===== config.mk =====
export PLATFORM = sky130hd
export DESIGN_NAME = accel_orientation_detector_flat
export DESIGN_NICKNAME = d
export VERILOG_FILES = /design/src/hdl/aod_pkg.sv /design/src/hdl/aod_ifs.sv /design/src/hdl/accel_orientation_detector.sv /design/src/hdl/aod_classify.sv /design/src/flat_wrapper.sv
export VERILOG_INCLUDE_DIRS = /design/src /design/src/hdl
export SDC_FILE = /design/constraint.sdc
export NUM_CORES = 1
export LEC_CHECK = 0
export BUFFER_PORTS_ARGS = -buffer_cell sky130_fd_sc_hd__buf_2
export CAP_MARGIN = 15
export CORE_ASPECT_RATIO = 0.6
export CORE_MARGIN = 3
export CORE_UTILIZATION = 30
export DETAILED_ROUTE_END_ITERATION = 8
export GPL_TIMING_DRIVEN = 0
export SKIP_LAST_GASP = 1
export SLEW_MARGIN = 20
export SYNTH_ARGS = -nofsm -noshare
export SYNTH_HDL_FRONTEND = slang
export SYNTH_SLANG_ARGS = --single-unit

===== constraint.sdc =====
create_clock -name i_clk -period 6.4 [get_ports i_clk]
set_input_delay 0 -clock i_clk [delete_from_list [all_inputs] [get_ports i_clk]]
set_output_delay 0 -clock i_clk [all_outputs]
set_load 0.02 [all_outputs]

===== src/hdl/accel_orientation_detector_defines.svh =====
// ----------------------------------------------------------------------------
// Assertion macros for the accelerometer orientation detector.
// Each macro checks a property on the rising edge of i_clk, disabled in reset.
// ----------------------------------------------------------------------------
`ifndef ACCEL_ORIENTATION_DETECTOR_DEFINES_SVH
`define ACCEL_ORIENTATION_DETECTOR_DEFINES_SVH

`ifndef SYNTH
// Same-cycle implication.
`define AOD_ASSERT_IMP(label, ante, cons) \
    label: assert property (@(posedge i_clk) disable iff (!i_rst_n) (ante) |-> (cons)) \
        else $error("assertion failed");
// Next-cycle implication.
`define AOD_ASSERT_NXT(label, ante, cons) \
    label: assert property (@(posedge i_clk) disable iff (!i_rst_n) (ante) |=> (cons)) \
        else $error("assertion failed");
`else
`define AOD_ASSERT_IMP(label, ante, cons)
`define AOD_ASSERT_NXT(label, ante, cons)
`endif

`endif


===== src/hdl/aod_pkg.sv =====
// ----------------------------------------------------------------------------
// aod_pkg
// Types and constants shared by the orientation detector files.
// ----------------------------------------------------------------------------
`timescale 1ns / 1ps
`default_nettype none

package aod_pkg;

    // Sample width and the working width of the window and difference math.
    localparam int SAMPLE_WIDTH = 16;
    localparam int THRESH_W     = 16;
    localparam int LEVEL_W      = 15;
    localparam int CFG_IDX_W    = 3;
    localparam int CFG_DATA_W   = 16;
    localparam int WIN_W        = ((SAMPLE_WIDTH > THRESH_W) ? SAMPLE_WIDTH : THRESH_W) + 2;

    // Register reset values.
    localparam logic [THRESH_W-1:0] RST_CHANGE_THRESHOLD = 16'd400;
    localparam logic [LEVEL_W-1:0]  RST_ONE_G_LEVEL      = 15'd1000;
    localparam logic [LEVEL_W-1:0]  RST_FLAT_WINDOW      = 15'd20;
    localparam logic [LEVEL_W-1:0]  RST_NARROW_WINDOW    = 15'd200;
    localparam logic [LEVEL_W-1:0]  RST_WIDE_WINDOW      = 15'd500;

    typedef logic signed [SAMPLE_WIDTH-1:0] t_sample;

    // Configuration register indexes.
    typedef enum logic [CFG_IDX_W-1:0] {
        CFG_CHANGE_THRESHOLD = 3'd0,
        CFG_ONE_G_LEVEL      = 3'd1,
        CFG_FLAT_WINDOW      = 3'd2,
        CFG_NARROW_WINDOW    = 3'd3,
        CFG_WIDE_WINDOW      = 3'd4
    } t_cfg_idx;

    // Orientation classes.
    typedef enum logic [2:0] {
        ORIENT_NONE        = 3'd0,
        ORIENT_FLAT        = 3'd1,
        ORIENT_UPRIGHT     = 3'd2,
        ORIENT_RIGHT       = 3'd3,
        ORIENT_UPSIDE_DOWN = 3'd4,
        ORIENT_LEFT        = 3'd5
    } t_orient;

    // Screen rotation in quarter turns.
    typedef enum logic [1:0] {
        ROT_0   = 2'd0,
        ROT_90  = 2'd1,
        ROT_180 = 2'd2,
        ROT_270 = 2'd3
    } t_rotation;

    typedef struct packed {
        logic [THRESH_W-1:0] change_threshold;
        logic [LEVEL_W-1:0]  one_g_level;
        logic [LEVEL_W-1:0]  flat_window;
        logic [LEVEL_W-1:0]  narrow_window;
        logic [LEVEL_W-1:0]  wide_window;
    } t_cfg;

    typedef struct packed {
        logic      changed;
        t_orient   orientation;
        logic      rotate_request;
        t_rotation rotation;
        logic      face_down;
    } t_result;

endpackage

`default_nettype wire


===== src/hdl/aod_ifs.sv =====
// ----------------------------------------------------------------------------
// Orientation detector channels
// Sample, result and configuration channels with valid/ready handshakes.
// ----------------------------------------------------------------------------
`timescale 1ns / 1ps
`default_nettype none

// One accelerometer sample per beat.
interface aod_in_if;
    import aod_pkg::*;
    logic    valid;
    logic    ready;
    t_sample accel_x;
    t_sample accel_y;
    t_sample accel_z;
    logic    packet_complete;

    modport source (output valid, accel_x, accel_y, accel_z, packet_complete, input ready);
    modport sink   (input valid, accel_x, accel_y, accel_z, packet_complete, output ready);
endinterface

// One classification result per beat.
interface aod_out_if;
    logic       valid;
    logic       ready;
    logic       changed;
    logic [2:0] orientation;
    logic       rotate_request;
    logic [1:0] rotation;
    logic       face_down;

    modport source (output valid, changed, orientation, rotate_request, rotation, face_down,
                    input ready);
    modport sink   (input valid, changed, orientation, rotate_request, rotation, face_down,
                    output ready);
endinterface

// One register write per beat.
interface aod_cfg_if;
    import aod_pkg::*;
    logic                  valid;
    logic                  ready;
    logic [CFG_IDX_W-1:0]  index;
    logic [CFG_DATA_W-1:0] data;

    modport source (output valid, index, data, input ready);
    modport sink   (input valid, index, data, output ready);
endinterface

`default_nettype wire


===== src/hdl/accel_orientation_detector.sv =====
// ----------------------------------------------------------------------------
// accel_orientation_detector
// Path: an accepted sample beat is held in the input register, classified, and its result held in the result register.
// Throughput: one sample per cycle while the output is not stalled.
// Reset: synchronous active low; clears the reference, registers to defaults.
// ----------------------------------------------------------------------------
`timescale 1ns / 1ps
`default_nettype none
`include "accel_orientation_detector_defines.svh"

module accel_orientation_detector (
    input  wire        i_clk,
    input  wire        i_rst_n,
    aod_in_if.sink     i_in,
    aod_out_if.source  o_out,
    aod_cfg_if.sink    i_cfg
);
    import aod_pkg::*;

    t_cfg    r_cfg;
    logic    r_s1_valid;
    t_sample r_s1_x, r_s1_y, r_s1_z;
    t_sample r_ref_x, r_ref_y, r_ref_z;
    logic    r_primed;
    logic    r_out_valid;
    t_result r_out;
    t_result n_out;
    logic    in_acc;
    logic    s1_adv;

    // Configuration writes are always taken; unknown indexes are dropped.
    assign i_cfg.ready = 1'b1;

    always_ff @(posedge i_clk) begin
        if (!i_rst_n) begin
            r_cfg.change_threshold <= RST_CHANGE_THRESHOLD;
            r_cfg.one_g_level      <= RST_ONE_G_LEVEL;
            r_cfg.flat_window      <= RST_FLAT_WINDOW;
            r_cfg.narrow_window    <= RST_NARROW_WINDOW;
            r_cfg.wide_window      <= RST_WIDE_WINDOW;
        end else if (i_cfg.valid) begin
            case (i_cfg.index)
                CFG_CHANGE_THRESHOLD: r_cfg.change_threshold <= i_cfg.data;
                CFG_ONE_G_LEVEL:      r_cfg.one_g_level      <= i_cfg.data[LEVEL_W-1:0];
                CFG_FLAT_WINDOW:      r_cfg.flat_window      <= i_cfg.data[LEVEL_W-1:0];
                CFG_NARROW_WINDOW:    r_cfg.narrow_window    <= i_cfg.data[LEVEL_W-1:0];
                CFG_WIDE_WINDOW:      r_cfg.wide_window      <= i_cfg.data[LEVEL_W-1:0];
                default: ;
            endcase
        end
    end

    // The input stage moves on when its beat makes no result or the output slot frees up.
    assign s1_adv     = r_s1_valid && (!r_primed || !r_out_valid || o_out.ready);
    assign i_in.ready = !r_s1_valid || s1_adv;
    assign in_acc     = i_in.valid && i_in.ready;

    // Input register; incomplete packets never enter.
    always_ff @(posedge i_clk) begin
        if (!i_rst_n) begin
            r_s1_valid <= 1'b0;
        end else if (in_acc) begin
            r_s1_valid <= i_in.packet_complete;
        end else if (s1_adv) begin
            r_s1_valid <= 1'b0;
        end
    end

    always_ff @(posedge i_clk) begin
        if (in_acc) begin
            r_s1_x <= i_in.accel_x;
            r_s1_y <= i_in.accel_y;
            r_s1_z <= i_in.accel_z;
        end
    end

    // Every complete sample becomes the new reference as it leaves the input stage.
    always_ff @(posedge i_clk) begin
        if (!i_rst_n) begin
            r_ref_x  <= '0;
            r_ref_y  <= '0;
            r_ref_z  <= '0;
            r_primed <= 1'b0;
        end else if (s1_adv) begin
            r_ref_x  <= r_s1_x;
            r_ref_y  <= r_s1_y;
            r_ref_z  <= r_s1_z;
            r_primed <= 1'b1;
        end
    end

    aod_classify u_classify (
        .i_x      (r_s1_x),
        .i_y      (r_s1_y),
        .i_z      (r_s1_z),
        .i_ref_x  (r_ref_x),
        .i_ref_y  (r_ref_y),
        .i_ref_z  (r_ref_z),
        .i_cfg    (r_cfg),
        .o_result (n_out)
    );

    // Result register.
    always_ff @(posedge i_clk) begin
        if (!i_rst_n) begin
            r_out_valid <= 1'b0;
        end else if (s1_adv && r_primed) begin
            r_out_valid <= 1'b1;
        end else if (o_out.ready) begin
            r_out_valid <= 1'b0;
        end
    end

    always_ff @(posedge i_clk) begin
        if (s1_adv && r_primed) begin
            r_out <= n_out;
        end
    end

    assign o_out.valid          = r_out_valid;
    assign o_out.changed        = r_out.changed;
    assign o_out.orientation    = r_out.orientation;
    assign o_out.rotate_request = r_out.rotate_request;
    assign o_out.rotation       = r_out.rotation;
    assign o_out.face_down      = r_out.face_down;

    // An unchanged sample carries no class, request or face-down flag.
    `AOD_ASSERT_IMP(a_quiet_unchanged, r_out_valid && !r_out.changed,
        r_out.orientation == ORIENT_NONE && !r_out.rotate_request && !r_out.face_down)
    // A rotation request goes with a class and only with one.
    `AOD_ASSERT_IMP(a_request_class, r_out_valid,
        r_out.rotate_request == (r_out.orientation != ORIENT_NONE))
    // After any sample leaves the input stage a reference is stored.
    `AOD_ASSERT_NXT(a_primed_after, s1_adv, r_primed)
    // A new beat never lands on an input stage that is still held.
    `AOD_ASSERT_IMP(a_no_overwrite, in_acc && r_s1_valid, s1_adv)

endmodule

`default_nettype wire


===== src/hdl/aod_classify.sv =====
// ----------------------------------------------------------------------------
// aod_classify
// Change detection against the reference and orientation classification.
// ----------------------------------------------------------------------------
`timescale 1ns / 1ps
`default_nettype none

module aod_classify (
    input  var aod_pkg::t_sample i_x,
    input  var aod_pkg::t_sample i_y,
    input  var aod_pkg::t_sample i_z,
    input  var aod_pkg::t_sample i_ref_x,
    input  var aod_pkg::t_sample i_ref_y,
    input  var aod_pkg::t_sample i_ref_z,
    input  var aod_pkg::t_cfg    i_cfg,
    output aod_pkg::t_result     o_result
);
    import aod_pkg::*;

    typedef logic signed [WIN_W-1:0] t_wide;

    // True when target - half < v <= target + half.
    function automatic logic in_win(input t_wide v, input t_wide target,
                                    input logic [LEVEL_W-1:0] half);
        t_wide w;
        w = signed'(WIN_W'(half));
        return ((target - w) < v) && (v <= (target + w));
    endfunction

    // Absolute difference of two samples, as a non-negative wide value.
    function automatic t_wide abs_diff(input t_sample a, input t_sample b);
        t_wide d;
        d = WIN_W'(a) - WIN_W'(b);
        return (d < 0) ? -d : d;
    endfunction

    t_wide x, y, z, g_pos, g_neg, th;
    logic  changed;

    assign x     = WIN_W'(i_x);
    assign y     = WIN_W'(i_y);
    assign z     = WIN_W'(i_z);
    assign g_pos = signed'(WIN_W'(i_cfg.one_g_level));
    assign g_neg = -g_pos;
    assign th    = signed'(WIN_W'(i_cfg.change_threshold));

    assign changed = (abs_diff(i_ref_x, i_x) >= th) || (abs_diff(i_ref_y, i_y) >= th) ||
                     (abs_diff(i_ref_z, i_z) >= th);

    // Classes are tested in order; a later match overrides an earlier one.
    always_comb begin
        o_result = '0;
        o_result.orientation = ORIENT_NONE;
        o_result.rotation    = ROT_0;
        if (changed) begin
            o_result.changed   = 1'b1;
            o_result.face_down = (z < 0);
            if (z > x && z > y && in_win(x, '0, i_cfg.flat_window) &&
                in_win(z, g_pos, i_cfg.narrow_window)) begin
                o_result.orientation    = ORIENT_FLAT;
                o_result.rotation       = ROT_0;
                o_result.rotate_request = 1'b1;
            end
            if (y < x && y < z && in_win(y, g_neg, i_cfg.narrow_window)) begin
                o_result.orientation    = ORIENT_UPRIGHT;
                o_result.rotation       = ROT_0;
                o_result.rotate_request = 1'b1;
            end
            if (x > y && x > z && in_win(x, g_pos, i_cfg.wide_window)) begin
                o_result.orientation    = ORIENT_RIGHT;
                o_result.rotation       = ROT_90;
                o_result.rotate_request = 1'b1;
            end
            if (y > x && y > z && in_win(y, g_pos, i_cfg.narrow_window)) begin
                o_result.orientation    = ORIENT_UPSIDE_DOWN;
                o_result.rotation       = ROT_180;
                o_result.rotate_request = 1'b1;
            end
            if (x < y && x < z && in_win(x, g_neg, i_cfg.wide_window)) begin
                o_result.orientation    = ORIENT_LEFT;
                o_result.rotation       = ROT_270;
                o_result.rotate_request = 1'b1;
            end
        end
    end

endmodule

`default_nettype wire


===== src/flat_wrapper.sv =====
// flat-port wrapper written by rule: the top's interface ports become plain ports
module accel_orientation_detector_flat import aod_pkg::*;
  (i_clk, i_rst_n, i_in_valid, i_in_accel_x, i_in_accel_y, i_in_accel_z, i_in_packet_complete, i_in_ready, o_out_valid, o_out_changed, o_out_orientation, o_out_rotate_request, o_out_rotation, o_out_face_down, o_out_ready, i_cfg_valid, i_cfg_index, i_cfg_data, i_cfg_ready);
  aod_in_if i_in_i ();
  aod_out_if o_out_i ();
  aod_cfg_if i_cfg_i ();
  input  wire i_clk;
  input  wire i_rst_n;
  input wire logic [$bits(i_in_i.valid)-1:0] i_in_valid;
  input wire logic [$bits(i_in_i.accel_x)-1:0] i_in_accel_x;
  input wire logic [$bits(i_in_i.accel_y)-1:0] i_in_accel_y;
  input wire logic [$bits(i_in_i.accel_z)-1:0] i_in_accel_z;
  input wire logic [$bits(i_in_i.packet_complete)-1:0] i_in_packet_complete;
  output wire logic [$bits(i_in_i.ready)-1:0] i_in_ready;
  output wire logic [$bits(o_out_i.valid)-1:0] o_out_valid;
  output wire logic [$bits(o_out_i.changed)-1:0] o_out_changed;
  output wire logic [$bits(o_out_i.orientation)-1:0] o_out_orientation;
  output wire logic [$bits(o_out_i.rotate_request)-1:0] o_out_rotate_request;
  output wire logic [$bits(o_out_i.rotation)-1:0] o_out_rotation;
  output wire logic [$bits(o_out_i.face_down)-1:0] o_out_face_down;
  input wire logic [$bits(o_out_i.ready)-1:0] o_out_ready;
  input wire logic [$bits(i_cfg_i.valid)-1:0] i_cfg_valid;
  input wire logic [$bits(i_cfg_i.index)-1:0] i_cfg_index;
  input wire logic [$bits(i_cfg_i.data)-1:0] i_cfg_data;
  output wire logic [$bits(i_cfg_i.ready)-1:0] i_cfg_ready;
  assign i_in_i.valid = i_in_valid;
  assign i_in_i.accel_x = i_in_accel_x;
  assign i_in_i.accel_y = i_in_accel_y;
  assign i_in_i.accel_z = i_in_accel_z;
  assign i_in_i.packet_complete = i_in_packet_complete;
  assign i_in_ready = i_in_i.ready;
  assign o_out_valid = o_out_i.valid;
  assign o_out_changed = o_out_i.changed;
  assign o_out_orientation = o_out_i.orientation;
  assign o_out_rotate_request = o_out_i.rotate_request;
  assign o_out_rotation = o_out_i.rotation;
  assign o_out_face_down = o_out_i.face_down;
  assign o_out_i.ready = o_out_ready;
  assign i_cfg_i.valid = i_cfg_valid;
  assign i_cfg_i.index = i_cfg_index;
  assign i_cfg_i.data = i_cfg_data;
  assign i_cfg_ready = i_cfg_i.ready;
  accel_orientation_detector u_core (.i_clk(i_clk), .i_rst_n(i_rst_n), .i_in(i_in_i), .o_out(o_out_i), .i_cfg(i_cfg_i));
endmodule

==> flow_summary.json <==
{
  "p_total_w": 0.00433,
  "start_util": 0.308,
  "fp-row-count": 75,
  "powerDensity_nw_per_um2": 173,
  "synth_commonest_cells": "461 x ha_1, 333 x nand2_1, 200 x inv_1, 161 x nor2_1, 155 x xnor2_1",
  "synth-seq-cells": 182,
  "nNetsFinal": 3401,
  "critPathTopFamily": "compound AO/OA/AOI/OAI gates",
  "syn_avg_cell_area_sq_um": 8.17,
  "ys_seq_area_frac": 0.192,
  "slowest_delay_ps": 540,
  "start_kind": "flop",
  "hold_path_class": "in2reg",
  "hold_viol": 0,
  "fp.dieW_microns": 354,
  "critPathBufInv": 1,
  "arrival_ps": 6420,
  "antenna_cells": 0,
  "synthArstFlopShare": 0,
  "crit_required_ps": 6620,
  "regToRegStartpoint": "u_core.r_cfg[47]$_SDFFE_PN0P_",
  "syn_nets": 3218,
  "synth_most_common_cell": "ha_1",
  "max_slew_margin": 0.257,
  "antenna_found_initial": 6,
  "timing.rr.end": "u_core.o_out.rotate_request$_SDFFCE_PN0P_",
  "path_clk_slew_ps": 80,
  "grt_setup_unrepaired": "yes",
  "vias": 20400,
  "fin_crit_sh": 0.967,
  "numPortBuffers": 81,
  "synth_area_leaders": "ha_1 26%, dfxtp_1 12%, edfxtp_1 7.6%, xnor2_1 6.2%, nand2_1 5.7%",
  "clock_latency_ps": 490,
  "h-tree-depth": 4,
  "path_cells": "nor2_1 -> nand3_1 -> or3_1 -> and2_1 -> ha_1 -> clkbuf_1 -> nand2b_1 -> o31ai_1 -> o41a_1 -> a2111oi_1 -> o21a_1 -> o21bai_1 -> a41o_1 -> xor2_1 -> ha_1 -> nand4_1 -> nor4_1 -> a31o_2 -> o21ai_0 -> nand4_1 -> o31a_2 -> a32oi_1",
  "clock_path_buffers": 2,
  "crit_start": "u_core.r_cfg[47]$_SDFFE_PN0P_",
  "synth_area_sq_um": 21800,
  "place.gp.congestion": 0.968,
  "endpoint_kind": "flop",
  "synth_largest_area_cell": "ha_1",
  "cp.depth": 22,
  "grt_pass1_vias": 18200,
  "layoutNonFillerInstCount": 3831,
  "cts-root-buf": "clkbuf_16",
  "yosysUniqueCellTypes": 79,
  "total_leakage_power_nw": 10.7,
  "ioPinCount": 84,
  "skew_ps": 12.9,
  "die_area_sq_um": 76200,
  "crit_end": "u_core.o_out.rotate_request$_SDFFCE_PN0P_",
  "crit_fanout": 8,
  "grt_max_degree": 37,
  "slew_viol_final": 0,
  "drtIter0Drc": 2343,
  "cts.sinks": 182,
  "drt_pass1_iterations": 6,
  "grt_pass1_wl_mm": 120,
  "synth_top_area_frac": 0.264,
  "wl_mm": 81.8,
  "ys_warn_count": 0,
  "synth-edff-count": 55,
  "fin_crit_ps": 6190,
  "rr_worst_depth": 22,
  "crit_type": "reg2reg",
  "rrSetupSlack_ps": 210,
  "hold-worst-slack_ps": 51.9,
  "critPathSlowestCell": "a2111oi_1",
  "drive_gt1_frac": 0.0652,
  "dp.cells": 3717,
  "cts_buffers": 17,
  "ys.flop_type": "dfxtp_1",
  "max_freq_mhz": 162,
  "synthCells": 2673,
  "cts_tree": "yes",
  "track_usage": 0.210,
  "coreArea_sq_um": 70900,
  "grt-ovfl-total": 0,
  "worstMarginPinSlew_ps": 1110,
  "drc_errors": 0,
  "vdd_drop_max_mv": 0.224,
  "vias_per_cell": 5.32,
  "maxCapViolCount": 0,
  "hpwl_mm": 67.2,
  "tns_ps": 0,
  "finalSetupViolations": 0,
  "status": "finished, final reports clean",
  "die_h_microns": 215,
  "setup_ws_ps": 209,
  "dpl_worst_slack_ps": -1050,
  "wire_per_inst_microns": 21.4,
  "ant_nets": 0,
  "area_growth_pct": 14.4
}
-- flip-flops by register name, summed over array words and instances (netlist names) --
name                         count
u_core.r_ref_x                  16
u_core.r_primed                  1
u_core.r_cfg                    76
u_core.o_out.changed             1
u_core.o_out.rotate_request      1
u_core.r_s1_z                   16
u_core.r_ref_z                  16
u_core.r_s1_y                   16
u_core.r_s1_valid                1
u_core.o_out.rotation            2
u_core.r_s1_x                   16
u_core.o_out.orientation         2
u_core.r_ref_y                  16
u_core.o_out.valid               1
u_core.o_out.face_down           1
-- worst min-delay path, cell delays in order --
cell,delay [ps]
buf_2,130
nand2_1,80
nor2_1,120
nand2_1,90
a21boi_0,70
-- metal layers --
metal | share of wire | track usage
met5 | 0.00023 | 0
met4 | 0.013 | 0.0371
met3 | 0.14 | 0.0942
met2 | 0.34 | 0.246
met1 | 0.51 | 0.334
-- cell type report --
cell class	count	area (sq um)
plain buffers	72	280
fillers	7459	46000
clock inverters	14	143
multi-input cells	2216	16700
flip-flops and latches	182	4200
repair buffers	167	1240
clock buffers	18	429
inverters	200	751
well taps	962	1200
-- metrics by stage --
stage,area (sq um),util
finish,25000,0.352
global route,25000,0.352
CTS,24800,0.350
detailed placement,23500,0.331
global placement,23400,0.331
floorplan,21800,-
-- cell families (layout without fill, tap and decap cells) --
family	after synthesis	in the layout	share of synthesized area
AOI/OAI and AO/OA	684	684	0.215
buffers and inverters	275	471	0.0477
other	1	1	0.000172
adders and majority gates	472	472	0.274
xor gates and xnor gates	210	210	0.0842
DFF	182	182	0.192
and+or+nand+nor	845	845	0.185
muxes	4	4	0.00189
-- worst min-delay path by stage --
stage                           from                       endpoint  slack, ps  depth (start not counted)
finish                i_cfg_index[1]  u_core.r_cfg[38]$_SDFFE_PN0P_         50                          5
global route          i_cfg_index[1]  u_core.r_cfg[33]$_SDFFE_PN0P_         50                          5
CTS                   i_cfg_index[1]  u_core.r_cfg[36]$_SDFFE_PN0P_          4                          5
detailed placement  i_in_accel_y[15]    u_core.r_s1_y[15]$_DFFE_PP_        180                          1
global placement    i_in_accel_y[14]    u_core.r_s1_y[14]$_DFFE_PP_        180                          1
floorplan            i_in_accel_x[0]     u_core.r_s1_x[0]$_DFFE_PP_        100                          0
-- cells in the final DEF (no fill, tap or decap), drive strengths merged, types with 13 or more instances in the layout --
cell | synthesis | layout
ha | 461 | 461
nand2 | 333 | 333
inv | 200 | 208
nor2 | 162 | 162
xnor2 | 155 | 155
a21oi | 144 | 144
dfxtp | 127 | 127
a21boi | 114 | 114
buf | 6 | 102
o21ai | 95 | 95
clkbuf | 69 | 84
dlygate4sd3 | 0 | 71
a21o | 70 | 70
nor2b | 55 | 55
edfxtp | 55 | 55
xor2 | 55 | 55
nand3 | 51 | 51
nand4 | 50 | 50
nor3 | 49 | 49
o21a | 39 | 39
nand2b | 30 | 30
a211oi | 30 | 30
o211ai | 29 | 29
or3 | 22 | 22
and3 | 20 | 20
o31ai | 18 | 18
o21bai | 16 | 16
a31oi | 13 | 13
or2 | 13 | 13
nor4 | 13 | 13
o41ai | 13 | 13
-- report_power, final --
group          total [W]  internal (W)  switching [W]
combinational    0.00187      0.000763        0.00111
sequential       0.00134       0.00124       0.000101
clock            0.00111      0.000548       0.000565
total            0.00433       0.00255        0.00177
-- timing repair --
item | in CTS | in global routing
hold endpoints to repair | 138 | 0
buffers inserted | 5 | 9
hold buffers | 71 | 0
setup endpoints to repair | 7 | 7
gates resized for setup | 13 | 14
No activity file was read; power rests on OpenSTA's default activity.
